$ cat src/gcwf_pkg.sv
// Shared types, constants and the opcode length table for the command word framer.
package gcwf_pkg;

	localparam int unsigned POS_W = 19;
	localparam logic [POS_W-1:0] POS_MAX = '1;

	localparam logic [31:0] TERM_MASK  = 32'hf000f000;
	localparam logic [31:0] TERM_MATCH = 32'h50005000;
	localparam logic [9:0]  IMG_W_MASK = 10'h3ff;
	localparam logic [8:0]  IMG_H_MASK = 9'h1ff;

	localparam logic [7:0] OP_LINE_A = 8'h48;
	localparam logic [7:0] OP_LINE_B = 8'h58;
	localparam logic [7:0] OP_IMAGE  = 8'ha0;
	localparam logic [7:0] OP_COPY   = 8'hc0;
	localparam logic [7:0] OP_FILL   = 8'h02;

	localparam logic [POS_W-1:0] LINE_A_MIN = 19'd4;
	localparam logic [POS_W-1:0] LINE_B_MIN = 19'd5;
	localparam logic [POS_W-1:0] COPY_LEN   = 19'd3;
	localparam logic [POS_W-1:0] IMG_HDR    = 19'd3;
	localparam logic [POS_W-1:0] IMG_SIZE_POS = 19'd2;

	typedef enum logic [1:0] {
		KIND_FIXED = 2'd0,
		KIND_POLY  = 2'd1,
		KIND_IMAGE = 2'd2
	} length_kind_t;

	typedef struct packed {
		logic [31:0] command_word;
		logic        buffer_end;
	} in_item_t;

	typedef struct packed {
		logic             is_header;
		logic [7:0]       command_opcode;
		logic [POS_W-1:0] word_position;
		logic             command_end;
		logic             truncated;
	} out_item_t;

	typedef struct packed {
		length_kind_t     kind;
		logic [POS_W-1:0] length;
	} hdr_info_t;

	function automatic logic [3:0] table_length(input logic [7:0] op);
		logic [3:0] len;
		if (op == OP_FILL)    len = 4'd3;
		else if (op < 8'h20)  len = 4'd1;
		else if (op < 8'h24)  len = 4'd4;
		else if (op < 8'h28)  len = 4'd7;
		else if (op < 8'h2c)  len = 4'd5;
		else if (op < 8'h30)  len = 4'd9;
		else if (op < 8'h34)  len = 4'd6;
		else if (op < 8'h38)  len = 4'd9;
		else if (op < 8'h3c)  len = 4'd8;
		else if (op < 8'h40)  len = 4'd12;
		else if (op < 8'h48)  len = 4'd3;
		else if (op < 8'h50)  len = 4'd4;
		else if (op < 8'h58)  len = 4'd4;
		else if (op < 8'h60)  len = 4'd5;
		else if (op < 8'h64)  len = 4'd3;
		else if (op < 8'h68)  len = 4'd4;
		else if (op < 8'h6c)  len = 4'd2;
		else if (op < 8'h70)  len = 4'd3;
		else if (op < 8'h74)  len = 4'd2;
		else if (op < 8'h78)  len = 4'd3;
		else if (op < 8'h7c)  len = 4'd2;
		else if (op < 8'h80)  len = 4'd3;
		else if (op < 8'ha0)  len = 4'd4;
		else                  len = 4'd1;
		return len;
	endfunction

endpackage

$ cat src/gcwf_header_decode.sv
// Header opcode decode: length kind and word count of a new command.
module gcwf_header_decode (
	input  logic [7:0]         opcode,
	output gcwf_pkg::hdr_info_t info
);
	import gcwf_pkg::*;

	always_comb begin
		if ((opcode >= OP_LINE_A && opcode < OP_LINE_A + 8'd8) ||
		    (opcode >= OP_LINE_B && opcode < OP_LINE_B + 8'd8)) begin
			info.kind   = KIND_POLY;
			info.length = (opcode < OP_LINE_B) ? LINE_A_MIN : LINE_B_MIN;
		end else if (opcode >= OP_IMAGE && opcode < OP_COPY) begin
			info.kind   = KIND_IMAGE;
			info.length = '0;
		end else if (opcode >= OP_COPY && opcode < OP_COPY + 8'h20) begin
			info.kind   = KIND_FIXED;
			info.length = COPY_LEN;
		end else begin
			info.kind   = KIND_FIXED;
			info.length = POS_W'(table_length(opcode));
		end
	end

endmodule

$ cat src/gcwf_frame_core.sv
// Framing state and per-word boundary logic.
module gcwf_frame_core (
	input  logic                clk,
	input  logic                arst_n,
	input  logic                advance,
	input  gcwf_pkg::in_item_t  item,
	output gcwf_pkg::out_item_t result
);
	import gcwf_pkg::*;

	logic             inside_q;
	logic [7:0]       opcode_q;
	length_kind_t     kind_q;
	logic [POS_W-1:0] seen_q;
	logic [POS_W-1:0] expect_q;

	hdr_info_t        hdr;
	logic             header;
	logic [7:0]       op;
	length_kind_t     kind_eff;
	logic [POS_W-1:0] exp_eff;
	logic [POS_W-1:0] pos;
	logic             reached;
	logic             done;
	logic             size_word;
	logic [9:0]       w_m1;
	logic [8:0]       h_m1;
	logic [10:0]      img_w;
	logic [9:0]       img_h;
	logic [20:0]      img_area;
	logic [20:0]      img_half;
	logic [POS_W-1:0] img_len;

	gcwf_header_decode u_decode (
		.opcode(item.command_word[31:24]),
		.info  (hdr)
	);

	always_comb begin
		header   = !inside_q;
		op       = header ? item.command_word[31:24] : opcode_q;
		kind_eff = header ? hdr.kind : kind_q;
		exp_eff  = header ? hdr.length : expect_q;
		if (header)
			pos = '0;
		else if (seen_q == POS_MAX)
			pos = POS_MAX;
		else
			pos = seen_q + 1'b1;
		reached = ({1'b0, pos} + 20'd1) >= {1'b0, exp_eff};

		// Image size sits in word 2: width low half, height high half, each wrapped
		w_m1     = (item.command_word[9:0] - 10'd1) & IMG_W_MASK;
		h_m1     = (item.command_word[24:16] - 9'd1) & IMG_H_MASK;
		img_w    = {1'b0, w_m1} + 11'd1;
		img_h    = {1'b0, h_m1} + 10'd1;
		img_area = 21'(img_w * img_h);
		img_half = (img_area + 21'd1) >> 1;
		img_len  = POS_W'(img_half) + IMG_HDR;

		size_word = 1'b0;
		case (kind_eff)
			KIND_POLY: begin
				done = reached && ((item.command_word & TERM_MASK) == TERM_MATCH);
			end
			KIND_IMAGE: begin
				done      = 1'b0;
				size_word = (pos == IMG_SIZE_POS);
			end
			default: begin
				done = reached;
			end
		endcase

		result.is_header      = header;
		result.command_opcode = op;
		result.word_position  = pos;
		result.command_end    = done;
		result.truncated      = item.buffer_end && !done;
	end

	always_ff @(posedge clk or negedge arst_n) begin
		if (!arst_n) begin
			inside_q <= 1'b0;
			opcode_q <= '0;
			kind_q   <= KIND_FIXED;
			seen_q   <= '0;
			expect_q <= '0;
		end else if (advance) begin
			inside_q <= !(done || item.buffer_end);
			opcode_q <= op;
			seen_q   <= pos;
			// once the image size is known the rest counts as a fixed length
			kind_q   <= size_word ? KIND_FIXED : kind_eff;
			expect_q <= size_word ? img_len : exp_eff;
		end
	end

endmodule

$ cat src/gpu_command_word_framer.sv
// GPU command word framer: input register, framing core and result register.
//
// Takes one command-list word per cycle while word_stall is low and returns one result
// per word: header mark, opcode, position within the command, end and truncation flags.
// A word is registered on entry, framed against the command state while it sits in the
// input register, and loaded into the result register once that register is empty or
// not held by result_stall; result_valid then rises. Sustained rate is one item per
// cycle while result_stall stays low; the framing state (position, length, kind) is fed
// back from its own registers. The input register and result register give two items
// of buffering, so a new word is taken while a finished result waits on result_stall.
module gpu_command_word_framer (
	input  logic                clk,
	input  logic                arst_n,
	input  logic                word_valid,
	output logic                word_stall,
	input  gcwf_pkg::in_item_t  word,
	output logic                result_valid,
	input  logic                result_stall,
	output gcwf_pkg::out_item_t result
);
	import gcwf_pkg::*;

	logic      valid_s1;
	in_item_t  item_s1;
	logic      valid_s2;
	out_item_t result_s2;
	out_item_t framed;
	logic      out_block;
	logic      advance;
	logic      load;

	assign out_block  = valid_s2 && result_stall;
	assign advance    = valid_s1 && !out_block;
	assign word_stall = valid_s1 && out_block;
	assign load       = word_valid && !word_stall;

	gcwf_frame_core u_core (
		.clk    (clk),
		.arst_n (arst_n),
		.advance(advance),
		.item   (item_s1),
		.result (framed)
	);

	always_ff @(posedge clk or negedge arst_n) begin
		if (!arst_n) begin
			valid_s1 <= 1'b0;
			valid_s2 <= 1'b0;
		end else begin
			if (load)
				valid_s1 <= 1'b1;
			else if (advance)
				valid_s1 <= 1'b0;
			if (advance)
				valid_s2 <= 1'b1;
			else if (!result_stall)
				valid_s2 <= 1'b0;
		end
	end

	always_ff @(posedge clk) begin
		if (load)
			item_s1 <= word;
		if (advance)
			result_s2 <= framed;
	end

	assign result_valid = valid_s2;
	assign result       = result_s2;

endmodule

$ cat config.mk
export PLATFORM = sky130hd
export DESIGN_NAME = gpu_command_word_framer
export DESIGN_NICKNAME = d
export VERILOG_FILES = /design/src/gcwf_pkg.sv /design/src/gcwf_header_decode.sv /design/src/gcwf_frame_core.sv /design/src/gpu_command_word_framer.sv
export SDC_FILE = /design/constraint.sdc
export NUM_CORES = 1
export LEC_CHECK = 0
export BUFFER_PORTS_ARGS = -buffer_cell sky130_fd_sc_hd__buf_4
export CAP_MARGIN = 10
export CORE_MARGIN = 5
export CORE_UTILIZATION = 60
export CTS_CLUSTER_DIAMETER = 40
export CTS_CLUSTER_SIZE = 16
export DETAILED_ROUTE_END_ITERATION = 16
export PLACE_DENSITY_LB_ADDON = 0.25
export RECOVER_POWER = 50
export SYNTH_ARGS = -nofsm -noshare
export SYNTH_HDL_FRONTEND = slang
export SYNTH_SLANG_ARGS = --single-unit
$ cat constraint.sdc
create_clock -name clk -period 14.4 [get_ports clk]
set_input_delay 4.32 -clock clk [delete_from_list [all_inputs] [get_ports clk]]
set_output_delay 4.32 -clock clk [all_outputs]
set_load 0.02 [all_outputs]
Word-level counts from Yosys, hierarchy flattened
Cells that the tools add are included.
{"block": "word_totals", "word_cells": 117, "inputBits": 37, "register_bits": 114, "output_inout_bits": 32}
{"block": "classes", "magnitude_cmp": 29, "eq_ne": 7, "n_reduce_logical": 18, "addsub": 8, "mul": 1, "n_mux": 40}
{"operator": "8-bit by 7-bit less-than comparator with 1-bit output (second input constant)", "n": 12}
{"operator": "19-bit 2-to-1 mux", "n": 4}
{"operator": "8-bit by 6-bit less-than comparator with 1-bit output (second input constant)", "n": 8}
{"operator": "4-bit 2-to-1 mux", "n": 11}
{"operator": "21-bit 2-to-1 mux", "n": 2}
{"operator": "3-bit 2-to-1 mux", "n": 13}
{"operator": "8-bit less-than comparator (second input constant)", "n": 4}
{"operator": "19-bit by 1-bit adder with 20-bit output (second input constant)", "n": 1}
{"operator": "20-bit by 1-bit adder with 20-bit output (second input constant)", "n": 1}
{"operator": "20-bit by 19-bit >= comparator with 1-bit output", "n": 1}
{"operator": "11-bit by 10-bit multiplier with 20-bit output", "n": 1}
{"operator": "19-bit by 1-bit adder with 19-bit output (second input constant)", "n": 1}
{"operator": "19-bit by 2-bit adder with 19-bit output (second input constant)", "n": 1}
{"operator": "19-bit == test (second input constant)", "n": 1}
{"operator": "19-bit by 2-bit == test with 1-bit output (second input constant)", "n": 1}
{"operator": "8-bit by 7-bit >= comparator with 1-bit output (second input constant)", "n": 2}
{"operator": "8-bit >= comparator (second input constant)", "n": 2}
{"operator": "10-bit by 1-bit adder with 11-bit output (second input constant)", "n": 1}
{"operator": "9-bit by 1-bit adder with 10-bit output (second input constant)", "n": 1}
{"operator": "1-bit logical AND", "n": 10}
{"operator": "10-bit by 1-bit subtractor with 10-bit output (second input constant)", "n": 1}
{"operator": "9-bit by 1-bit subtractor with 9-bit output (second input constant)", "n": 1}
{"operator": "8-bit by 2-bit == test with 1-bit output (second input constant)", "n": 1}
{"operator": "8-bit by 7-bit == test with 1-bit output (second input constant)", "n": 1}
{"operator": "10 further kinds", "n": 21}

Longest topological paths before layout
Gate-level depths: netlist of the first run.
{"block": "depth", "word_depth": 33, "ltp_mapped": 33, "mapped_depth_nobuf": 30}

Modules after synthesis
From an unflattened synthesis of the first run, not the netlist that was laid out.
{"block": "hier_totals", "hier_cells": 1177, "hier_area_um2": 11076.9}
{"module": "gcwf_frame_core", "seq_area_each_um2": 1226.2, "instances": 1, "area_each_um2": 8679.6, "cells_each": 1047}
{"module": "gpu_command_word_framer", "seq_area_each_um2": 1941.9, "instances": 1, "area_each_um2": 1984.4, "cells_each": 71}
{"module": "gcwf_header_decode", "seq_area_each_um2": 0.0, "instances": 1, "area_each_um2": 412.9, "cells_each": 59}

Least setup slack after synthesis of the first run
OpenSTA, ideal clock, no wires.
{"block": "synth_timing", "path_kind": "input to output", "start": "input result_stall", "end": "output word_stall", "setup_slack_ns": 5.511, "arrival_ns": 4.569, "path_stages": 2, "required_ns": 10.080, "n_path_buf": 0, "cell_sequence": "nand3_1 inv_1"}
{"block": "synth_between", "elab_chain_cells": 2}
{"item": "start: declaration", "line_no": "gpu_command_word_framer.sv:18", "source": "input logic result_stall,"}
{"item": "1-bit logical AND", "line_no": "gpu_command_word_framer.sv:32", "source": "assign out_block = valid_s2 && result_stall;"}
{"item": "1-bit logical AND", "line_no": "gpu_command_word_framer.sv:34", "source": "assign word_stall = valid_s1 && out_block;"}
{"item": "end: declaration", "line_no": "gpu_command_word_framer.sv:15", "source": "output logic word_stall,"}
Every way passes these cells.

Worst setup path in the final report of the first run
Ends and elaborated chain as after synthesis.

==> flow_metrics.tcl, run 1 <==
set metrics [dict create \
    yosys-top-cells-count "nand2_1, inv_1, nor2_1" \
    drtIter0Drc 649 \
    hold_depth 2 \
    drt-total-wl_um 23100 \
    skew_ns 0.0106 \
    syn_area_um2 10700 \
    seq_power_share_pct 17.6 \
    globalplace.congestion 0.902 \
    yosys.cell_types.count 82 \
    grt_pass1_vias 8372 \
    cts.path.max_buffers 2 \
    cp_slowest_stage_delay_ns 0.15 \
    switchingPower_uw 1160 \
    rows 48 \
    drc 0 \
    wl_met1_um 9780 \
    fin_tns_setup_ns 0 \
    chipHeight_um 143 \
    post_cts_buffers 0 \
    coreArea_um2 17400 \
    clock_sinks 112 \
    hold_class "flop to flop" \
    ys_ff_latch 112 \
    max_freq_mhz 110 \
    status "finished, violations left" \
    cp_top_family "buffers and inverters" \
    globalRouteTotalUtil_pct 23.6 \
    setup_viol 0 \
    p_per_area_nw_per_um2 205 \
    design.die.area_um2 20500 \
    synth.most_common_cell "nand2_1" \
    crit_type "input port to output pin" \
    ys_top_cells_by_area "edfxtp_1, fa_1, dfrtp_1, ha_1, nand2_1" \
    synth_edf_count 61 \
    cts_buffers 9 \
    grt_antenna_before_repair 0 \
    grt_max_degree 52 \
    top_layer "met4" \
    routed-wl-met3_um 1310 \
    hold_viol_final 0 \
    synth_fp_nets 1362 \
    path_clk_slew_ns 0.07 \
    dr_total_vias 8416 \
    dp_hpwl_um 18000 \
    boundaryPins 69 \
    detail-route-antenna-nets 0 \
    power.total_uw 2370 \
    relSlewSlack_pct -91.5 \
    fin_crit_ns 9.09 \
    synth_top_cell_area_share_pct 17.2 \
    period_share_pct 63.2 \
    ys_seq_area_share_pct 29.2 \
    synth-compound-area-share_pct 12.7 \
    cts_tree "yes" \
    crit_start "result_stall" \
    post_cts_resized 0 \
    synthAdderAreaFrac_pct 22.7 \
    first_pass_iters 5 \
    synth_mux_area_share_pct 2.67 \
    cp_slowest_cell "buf_4" \
    hold_ws_ns 0.479 \
    crit_buf_inv 3 \
    p_int_uw 1210 \
    synth_xor_area_share_pct 7.15 \
    rr_startpoint "item_s1[17]$_DFFE_PP_" \
    fin_cells 1444 \
    timing.rr.end "u_core.expect_q[18]$_DFFE_PN0P_" \
    synthFlopType "edfxtp_1" \
    worst_pin_slew_ns 2.87 \
    worstPathMaxFanout 3 \
    holdPathEnd "u_core.expect_q[5]$_DFFE_PN0P_" \
    switching_share_pct 48.9 \
    avgSynthCellArea_um2 9.08 \
    ir_worst_vdd_mv 0.182 \
    floorplan.initialDensity_pct 61.4 \
    reg2reg_depth 29 \
    antenna_cells 0 \
    min-delay-start "u_core.expect_q[5]$_DFFE_PN0P_" \
    crit_required_ns 10.08 \
    crit_chain "clkbuf_4 -> nand3_1 -> inv_1 -> buf_4" \
    dr_wl_met2_um 11400 \
    power_frac_comb_pct 72.3 \
    ys_warn_count 0 \
    h-tree-depth 3 \
    dp.cells 1428 \
    cap_viol_max_count 3 \
    cts_hold_buf 0 \
    nNetsFinal 1403 \
    yosys.area_share.simple_pct 19.5 \
    worstSetupStartpointType "input port" \
    violations "capacitance limit, slew limit" \
    port_buffers 66 \
    syn-instance-count 1173 \
    cts-root-buf "clkbuf_16" \
    r2r_setup_slack_ns 5.33 \
    synth_top_family_by_area "adder cells" \
    vias_per_cell 5.83 \
    critPathCaptureType "output pin" \
    die_w_um 143 \
    grt_pass1_wl_um 39300 \
    p_leak_uw 0.00522 \
    clk_latency_ns 0.36 \
    wl_per_cell_um 16.0 \
    pwr-share-clk_pct 10.1 \
    rsz0062_at_grt "false" \
    synth_area_leader_cell "edfxtp_1" \
    area_growth_pct 8.36 \
    layout-drive-gt1-share_pct 9.93 \
    maxSlewViolCount 144 \
    gr-total-overflow 0 \
    cp.arrival_ns 4.77 \
    synth_async_sr_flop_share_pct 45.5 \
]
==> worst register-to-register path, delay by kind of cell, from the launching register on <==
family                     cells  cell delay [ns]
AOI/OAI and AO/OA              9             1.71
adders and majority gates      7             3.29
xor gates and xnor gates       1             0.76
and+or+nand+nor                8             2.22
DFF                            1             0.57
buffers and inverters          4             0.42
==> per-layer routing <==
layer,vias up,track usage [%]
li1,4103,-
met1,4049,30.0
met2,220,41.0
met3,44,4.52
met4,0,7.23
met5,-,0
==> through the flow <==
step	util (%)	setup slack, ns	area, um2
floorplan	-	5.51	10700
global placement	65.1	5.32	11300
detailed placement	65.1	5.31	11300
CTS	66.7	5.29	11600
global route	66.5	4.49	11500
finish	66.5	5.31	11500
==> cell families after synthesis <==
logic type,count (synthesis)
simple gates,425
compound gates,206
buf+inv,165
fa+ha+maj,152
flops,112
xor+xnor,87
mux,26
==> cell usage in the layout (no fill, tap or decap), types with 10 or more instances in the layout <==
cell type	count
a21o_1	11
a21oi_1	45
and2_1	15
and3_1	11
buf_4	39
clkbuf_4	32
dfrtp_1	51
edfxtp_1	61
fa_1	69
ha_1	83
inv_1	117
mux2_2	17
nand2_1	143
nand2b_1	22
nand3_1	20
nand4_1	16
nor2_1	116
nor2b_1	13
nor3_1	12
nor4_1	10
o21ai_0	56
o21ai_1	10
xnor2_1	53
xor2_1	34
==> worst max path at each step <==
stage	slack (ns)	cells after the start	end
after floorplan	5.51	2	word_stall
after global routing	4.49	29	u_core.expect_q[18]$_DFFE_PN0P_
after global placement	5.32	4	word_stall
after detailed placement	5.31	29	u_core.expect_q[18]$_DFFE_PN0P_
after CTS	5.29	29	u_core.expect_q[18]$_DFFE_PN0P_
final	5.31	4	word_stall
==> flip-flops by register name (all words and copies together) (netlist names) <==
signal	flops
item_s1	31
result	30
result_valid	1
u_core.expect_q	19
u_core.inside_q	1
u_core.kind_q	2
u_core.opcode_q	8
u_core.seen_q	19
valid_s1	1
==> power by group through the flow <==
stage	logic [uW]	registers, uW	clock network (uW)
final	1710	417	240
after global routing	1960	422	259
after CTS	1720	417	245
after detailed placement	1710	423	0
after global placement	1680	420	0
after floorplan	1380	429	0
==> area by class of cell <==
type                       instances  area [um2]
clock inverter                     6        51.3
sequential                       112        3110
timing repair buffer              75         548
clock buffer                      10         229
multi-input combinational        896        6870
tap                              225         282
inverter                         120         450
fill                            1383        5820
(Power assumes the default switching activity.)
==> run 2: changes to the inputs <==
clock period = 8.4 ns   (was 14.4 ns; I/O delays follow)
==> flow_metrics.tcl, run 2 (synthesis results as in run 1) <==
set metrics [dict create \
    hold_ws_ns 0.484 \
    multi_input_area_um2 6900 \
    first_pass_iters 5 \
    boundaryPins 69 \
    drt-total-wl_um 23800 \
    detail-route-antenna-nets 0 \
    chipHeight_um 143 \
    period_share_pct 94.7 \
    globalplace.congestion 0.931 \
    crit_start "item_s1[18]$_DFFE_PP_" \
    globalRouteTotalUtil_pct 24.2 \
    gr-total-overflow 0 \
    largest_register_ffs 31 \
    final_util_pct 68.0 \
    relSlewSlack_pct -94.4 \
    fill_cells 1387 \
    die_w_um 143 \
    design_area_um2 11800 \
    port_buffers 66 \
    area_growth_pct 10.8 \
    regArea_um2 3110 \
    drc 0 \
    worst_pin_slew_ns 2.92 \
    status "finished, violations left" \
    final_common_cell "nand2_1" \
    crit_type "flop to flop" \
    dr_total_vias 8628 \
    antenna_cells 0 \
    cap_viol_max_count 4 \
    grt_antenna_before_repair 0 \
    grt_max_degree 52 \
    rr_startpoint "item_s1[18]$_DFFE_PP_" \
    cp_slowest_stage_delay_ns 0.56 \
    top_register "item_s1" \
    rows 48 \
    skew_ns 0.0124 \
    crit_required_ns 8.66 \
    placed_area_um2 11500 \
    wl_per_cell_um 16.2 \
    clock_sinks 112 \
    cts.path.max_buffers 2 \
    cp_slowest_cell "fa_1" \
    min-delay-start "u_core.expect_q[4]$_DFFE_PN0P_" \
    layout-drive-gt1-share_pct 12.2 \
    vias_per_cell 5.85 \
    cts-root-buf "clkbuf_16" \
    drtIter0Drc 662 \
    cts_tree "yes" \
    worstSetupStartpointType "flop" \
    ir_worst_vdd_mv 0.379 \
    layout_common_cells "nand2_1, nor2_1, inv_1" \
    critPathCaptureType "flop" \
    p_per_area_nw_per_um2 371 \
    maxSlewViolCount 176 \
    path_clk_slew_ns 0.08 \
    coreArea_um2 17400 \
    design.die.area_um2 20500 \
    grt_pass1_vias 8484 \
    setup_viol 0 \
    hold_class "flop to flop" \
    hold_viol_final 0 \
    dp_hpwl_um 18500 \
    nNetsFinal 1433 \
    worstPathMaxFanout 9 \
    cts_buffers 9 \
    cp.arrival_ns 8.21 \
    floorplan.initialDensity_pct 61.4 \
    path_common_cell "fa_1" \
    fin_crit_ns 7.95 \
    grt_pass1_wl_um 40400 \
    max_freq_mhz 126 \
    h-tree-depth 3 \
    rsz0062_at_grt "false" \
    p_leak_uw 0.00536 \
    violations "capacitance limit, slew limit" \
    clk_latency_ns 0.36 \
    fin_tns_setup_ns 0 \
]
## run 2: path summary, 6_finish.rpt
check | cells past startpoint | slack (ns) | endpoint
worst max-delay path | 31 | 0.45 | u_core.expect_q[18]$_DFFE_PN0P_
worst min-delay path | 2 | 0.48 | u_core.expect_q[4]$_DFFE_PN0P_
worst max register to register | 31 | 0.45 | u_core.expect_q[18]$_DFFE_PN0P_
worst min register to register | 2 | 0.48 | u_core.expect_q[4]$_DFFE_PN0P_
max in group asynchronous | 1 | 3.65 | u_core.seen_q[13]$_DFFE_PN0P_
min in group asynchronous | 1 | 3.11 | u_core.seen_q[5]$_DFFE_PN0P_
## run 2: metrics by stage
step	total power, uW	instances	setup WS, ns
global placement	3840	1454	0.333
floorplan	3090	1173	0.458
global route	4840	1474	0.0468
CTS	4350	1470	0.158
detailed placement	3920	1454	0.189
finish	4380	1474	0.448
## run 2: routing by layer
layer | vias up | routed length [um] | GRT usage, %
met5 | - | 0 | 0
met2 | 236 | 12000 | 42.2
met3 | 42 | 1310 | 5.39
met4 | 0 | 534 | 7.09
li1 | 4164 | - | -
met1 | 4186 | 10000 | 30.3
## run 2: power breakdown
| group | switching (uW) | internal (uW) | total [uW] |
|---|---|---|---|
| sequential | 49.8 | 665 | 714 |
| clock | 203 | 213 | 417 |
| combinational | 1810 | 1430 | 3240 |
| total | 2060 | 2310 | 4380 |
## run 2: layout make-up
| cell class | instances | share of cell area [%] |
|---|---|---|
| sequential | 112 | 26.3 |
| clock buffer | 10 | 2.03 |
| timing repair buffer | 105 | 6.49 |
| inverter | 120 | 3.82 |
| tap | 225 | 2.39 |
| multi-input combinational | 896 | 58.5 |
| clock inverter | 6 | 0.445 |
## run 2: timing repair
item	CTS	global route
endpoints found under the setup margin	0	6
buffers inserted	0	4
hold buffers	0	0
resized for setup	0	7
## run 2: critical path: cells and delay by family (launching register included)
kind,cells,cell delay [ns]
compound gates,9,1.44
xor+xnor,1,0.15
fa+ha+maj,7,3.16
buf+inv,6,0.66
flops,1,0.48
simple gates,8,1.95
==> run 3: changes to the inputs <==
CELL_PAD_IN_SITES_DETAIL_PLACEMENT = 1   (was not set)
CELL_PAD_IN_SITES_GLOBAL_PLACEMENT = 1   (was not set)
CORE_UTILIZATION = 49   (was 60)
clock period = 7.35 ns   (was 8.4 ns; I/O delays follow)
==> flow_metrics.tcl, run 3 (synthesis results as in run 1) <==
set metrics [dict create \
    period_share_pct 101 \
    crit_required_ns 7.60 \
    dr_total_vias 9180 \
    r2r_setup_slack_ns -0.1 \
    grt_pass1_wl_um 48500 \
    cts-root-buf "clkbuf_16" \
    globalplace.congestion 0.859 \
    layout_common_cells "nand2_1, buf_4, inv_1" \
    boundaryPins 69 \
    drtIter0Drc 296 \
    detail-route-antenna-nets 0 \
    relSlewSlack_pct -113 \
    hold_viol_final 0 \
    cp.arrival_ns 7.70 \
    hold_ws_ns 0.487 \
    antenna_cells 0 \
    cts.path.max_buffers 2 \
    dp_hpwl_um 22200 \
    first_pass_iters 5 \
    fin_crit_ns 7.45 \
    drt-total-wl_um 32200 \
    rsz0062_at_grt "true" \
    crit_type "flop to flop" \
    setup_viol 4 \
    design_area_um2 13000 \
    drc 0 \
    globalRouteTotalUtil_pct 24.3 \
    port_buffers 66 \
    path_clk_slew_ns 0.08 \
    chipHeight_um 157 \
    max_freq_mhz 134 \
    nNetsFinal 1508 \
    min-delay-start "u_core.expect_q[6]$_DFFE_PN0P_" \
    largest_register_ffs 31 \
    cts_hold_buf 0 \
    post-place-ws_ns -0.149 \
    clk_latency_ns 0.36 \
    die_w_um 157 \
    h-tree-depth 3 \
    area_growth_pct 22.0 \
    layout-drive-gt1-share_pct 23.1 \
    p_leak_uw 0.00586 \
    ir_worst_vdd_mv 0.427 \
    cap_viol_max_count 3 \
    gr-total-overflow 0 \
    fill_cells 2464 \
    cts_tree "yes" \
    worst_pin_slew_ns 3.20 \
    floorplan.initialDensity_pct 49.3 \
    reg2reg_depth 32 \
    violations "capacitance limit, slew limit, setup timing" \
    vias_per_cell 5.72 \
    skew_ns 0.0115 \
    placed_area_um2 12000 \
    worstPathMaxFanout 6 \
    holdPathEnd "u_core.expect_q[6]$_DFFE_PN0P_" \
    hold_depth 2 \
    p_per_area_nw_per_um2 480 \
    timing.rr.end "u_core.expect_q[15]$_DFFE_PN0P_" \
    grt_max_degree 53 \
    cts_buffers 9 \
    fin_ws_ns -0.0994 \
    status "finished, violations left" \
    grt_pass1_vias 9957 \
    cp_slowest_cell "fa_2" \
    grt_antenna_before_repair 0 \
    rows 54 \
    design.die.area_um2 24800 \
    top_register "item_s1" \
    cp_slowest_stage_delay_ns 0.56 \
    hold_class "flop to flop" \
    rr_startpoint "item_s1[17]$_DFFE_PP_" \
    maxSlewViolCount 124 \
    critPathCaptureType "flop" \
    clock_sinks 112 \
    coreArea_um2 21600 \
    wl_per_cell_um 20.1 \
    worstSetupStartpointType "flop" \
]
-- run 3: changes by cell type in the layout (fill, tap and decap cells not counted), sizes merged --
cell / before / now
inv: 119 / 122
buf: 68 / 144
clkinv: 7 / 4
clkbuf: 47 / 46
-- run 3: worst max-delay path: cells and delay by family (launching register included) --
kind            cells  cell delay, ns
buf+inv             7            0.80
fa+ha+maj           7            2.84
simple gates        9            1.29
xor+xnor            2            0.31
compound gates      7            1.64
flops               1            0.45
-- run 3: layout make-up --
cell class | instances | area [um2] | area share (%)
clock buffer | 10 | 229 | 1.76
inverter | 120 | 458 | 3.52
tap | 280 | 350 | 2.70
multi-input combinational | 896 | 7440 | 57.3
clock inverter | 6 | 57.6 | 0.443
sequential | 112 | 3110 | 23.9
timing repair buffer | 180 | 1350 | 10.4
-- run 3: where the power goes --
group | internal [uW] | total [uW] | leakage [uW] | switching, uW
registers | 760 | 819 | 0.00128 | 59.6
clock network | 240 | 498 | 0.000141 | 259
logic | 2330 | 4920 | 0.00445 | 2590
total | 3320 | 6240 | 0.00586 | 2910
-- run 3: per-stage QoR --
stage	std cells	power, uW	utilization (%)	TNS (ns)
global route	1604	6820	60.1	-1.61
finish	1604	6240	60.1	-0.212
floorplan	1173	3670	-	0
CTS	1584	5880	57.9	0
global placement	1561	4990	55.7	0
detailed placement	1561	5190	55.7	-0.452
-- run 3: how the worst max path moves through the flow --
stage / endpoint / slack [ns] / cells after the start / from
floorplan: u_core.expect_q[18]$_DFFE_PN0P_ / 0.007 / 28 / item_s1[1]$_DFFE_PP_
global placement: u_core.expect_q[18]$_DFFE_PN0P_ / 0.06 / 29 / item_s1[17]$_DFFE_PP_
detailed placement: u_core.expect_q[18]$_DFFE_PN0P_ / -0.15 / 29 / item_s1[17]$_DFFE_PP_
CTS: u_core.expect_q[17]$_DFFE_PN0P_ / 0.008 / 29 / item_s1[1]$_DFFE_PP_
global route: u_core.expect_q[13]$_DFFE_PN0P_ / -0.35 / 30 / item_s1[2]$_DFFE_PP_
finish: u_core.expect_q[15]$_DFFE_PN0P_ / -0.1 / 32 / item_s1[17]$_DFFE_PP_
-- run 3: per-layer routing --
layer | GRT usage [%] | share of wire [%]
met1 | 26.8 | 39
met5 | 0 | 0
met2 | 47.5 | 54
met3 | 3.33 | 3.0
met4 | 7.74 | 3.7
-- run 3: what timing repair did --
item | in CTS | in global routing
setup buffers | 7 | 21
pin swaps | 11 | 55
gates resized for setup | 25 | 77
setup endpoints to repair | 5 | 8
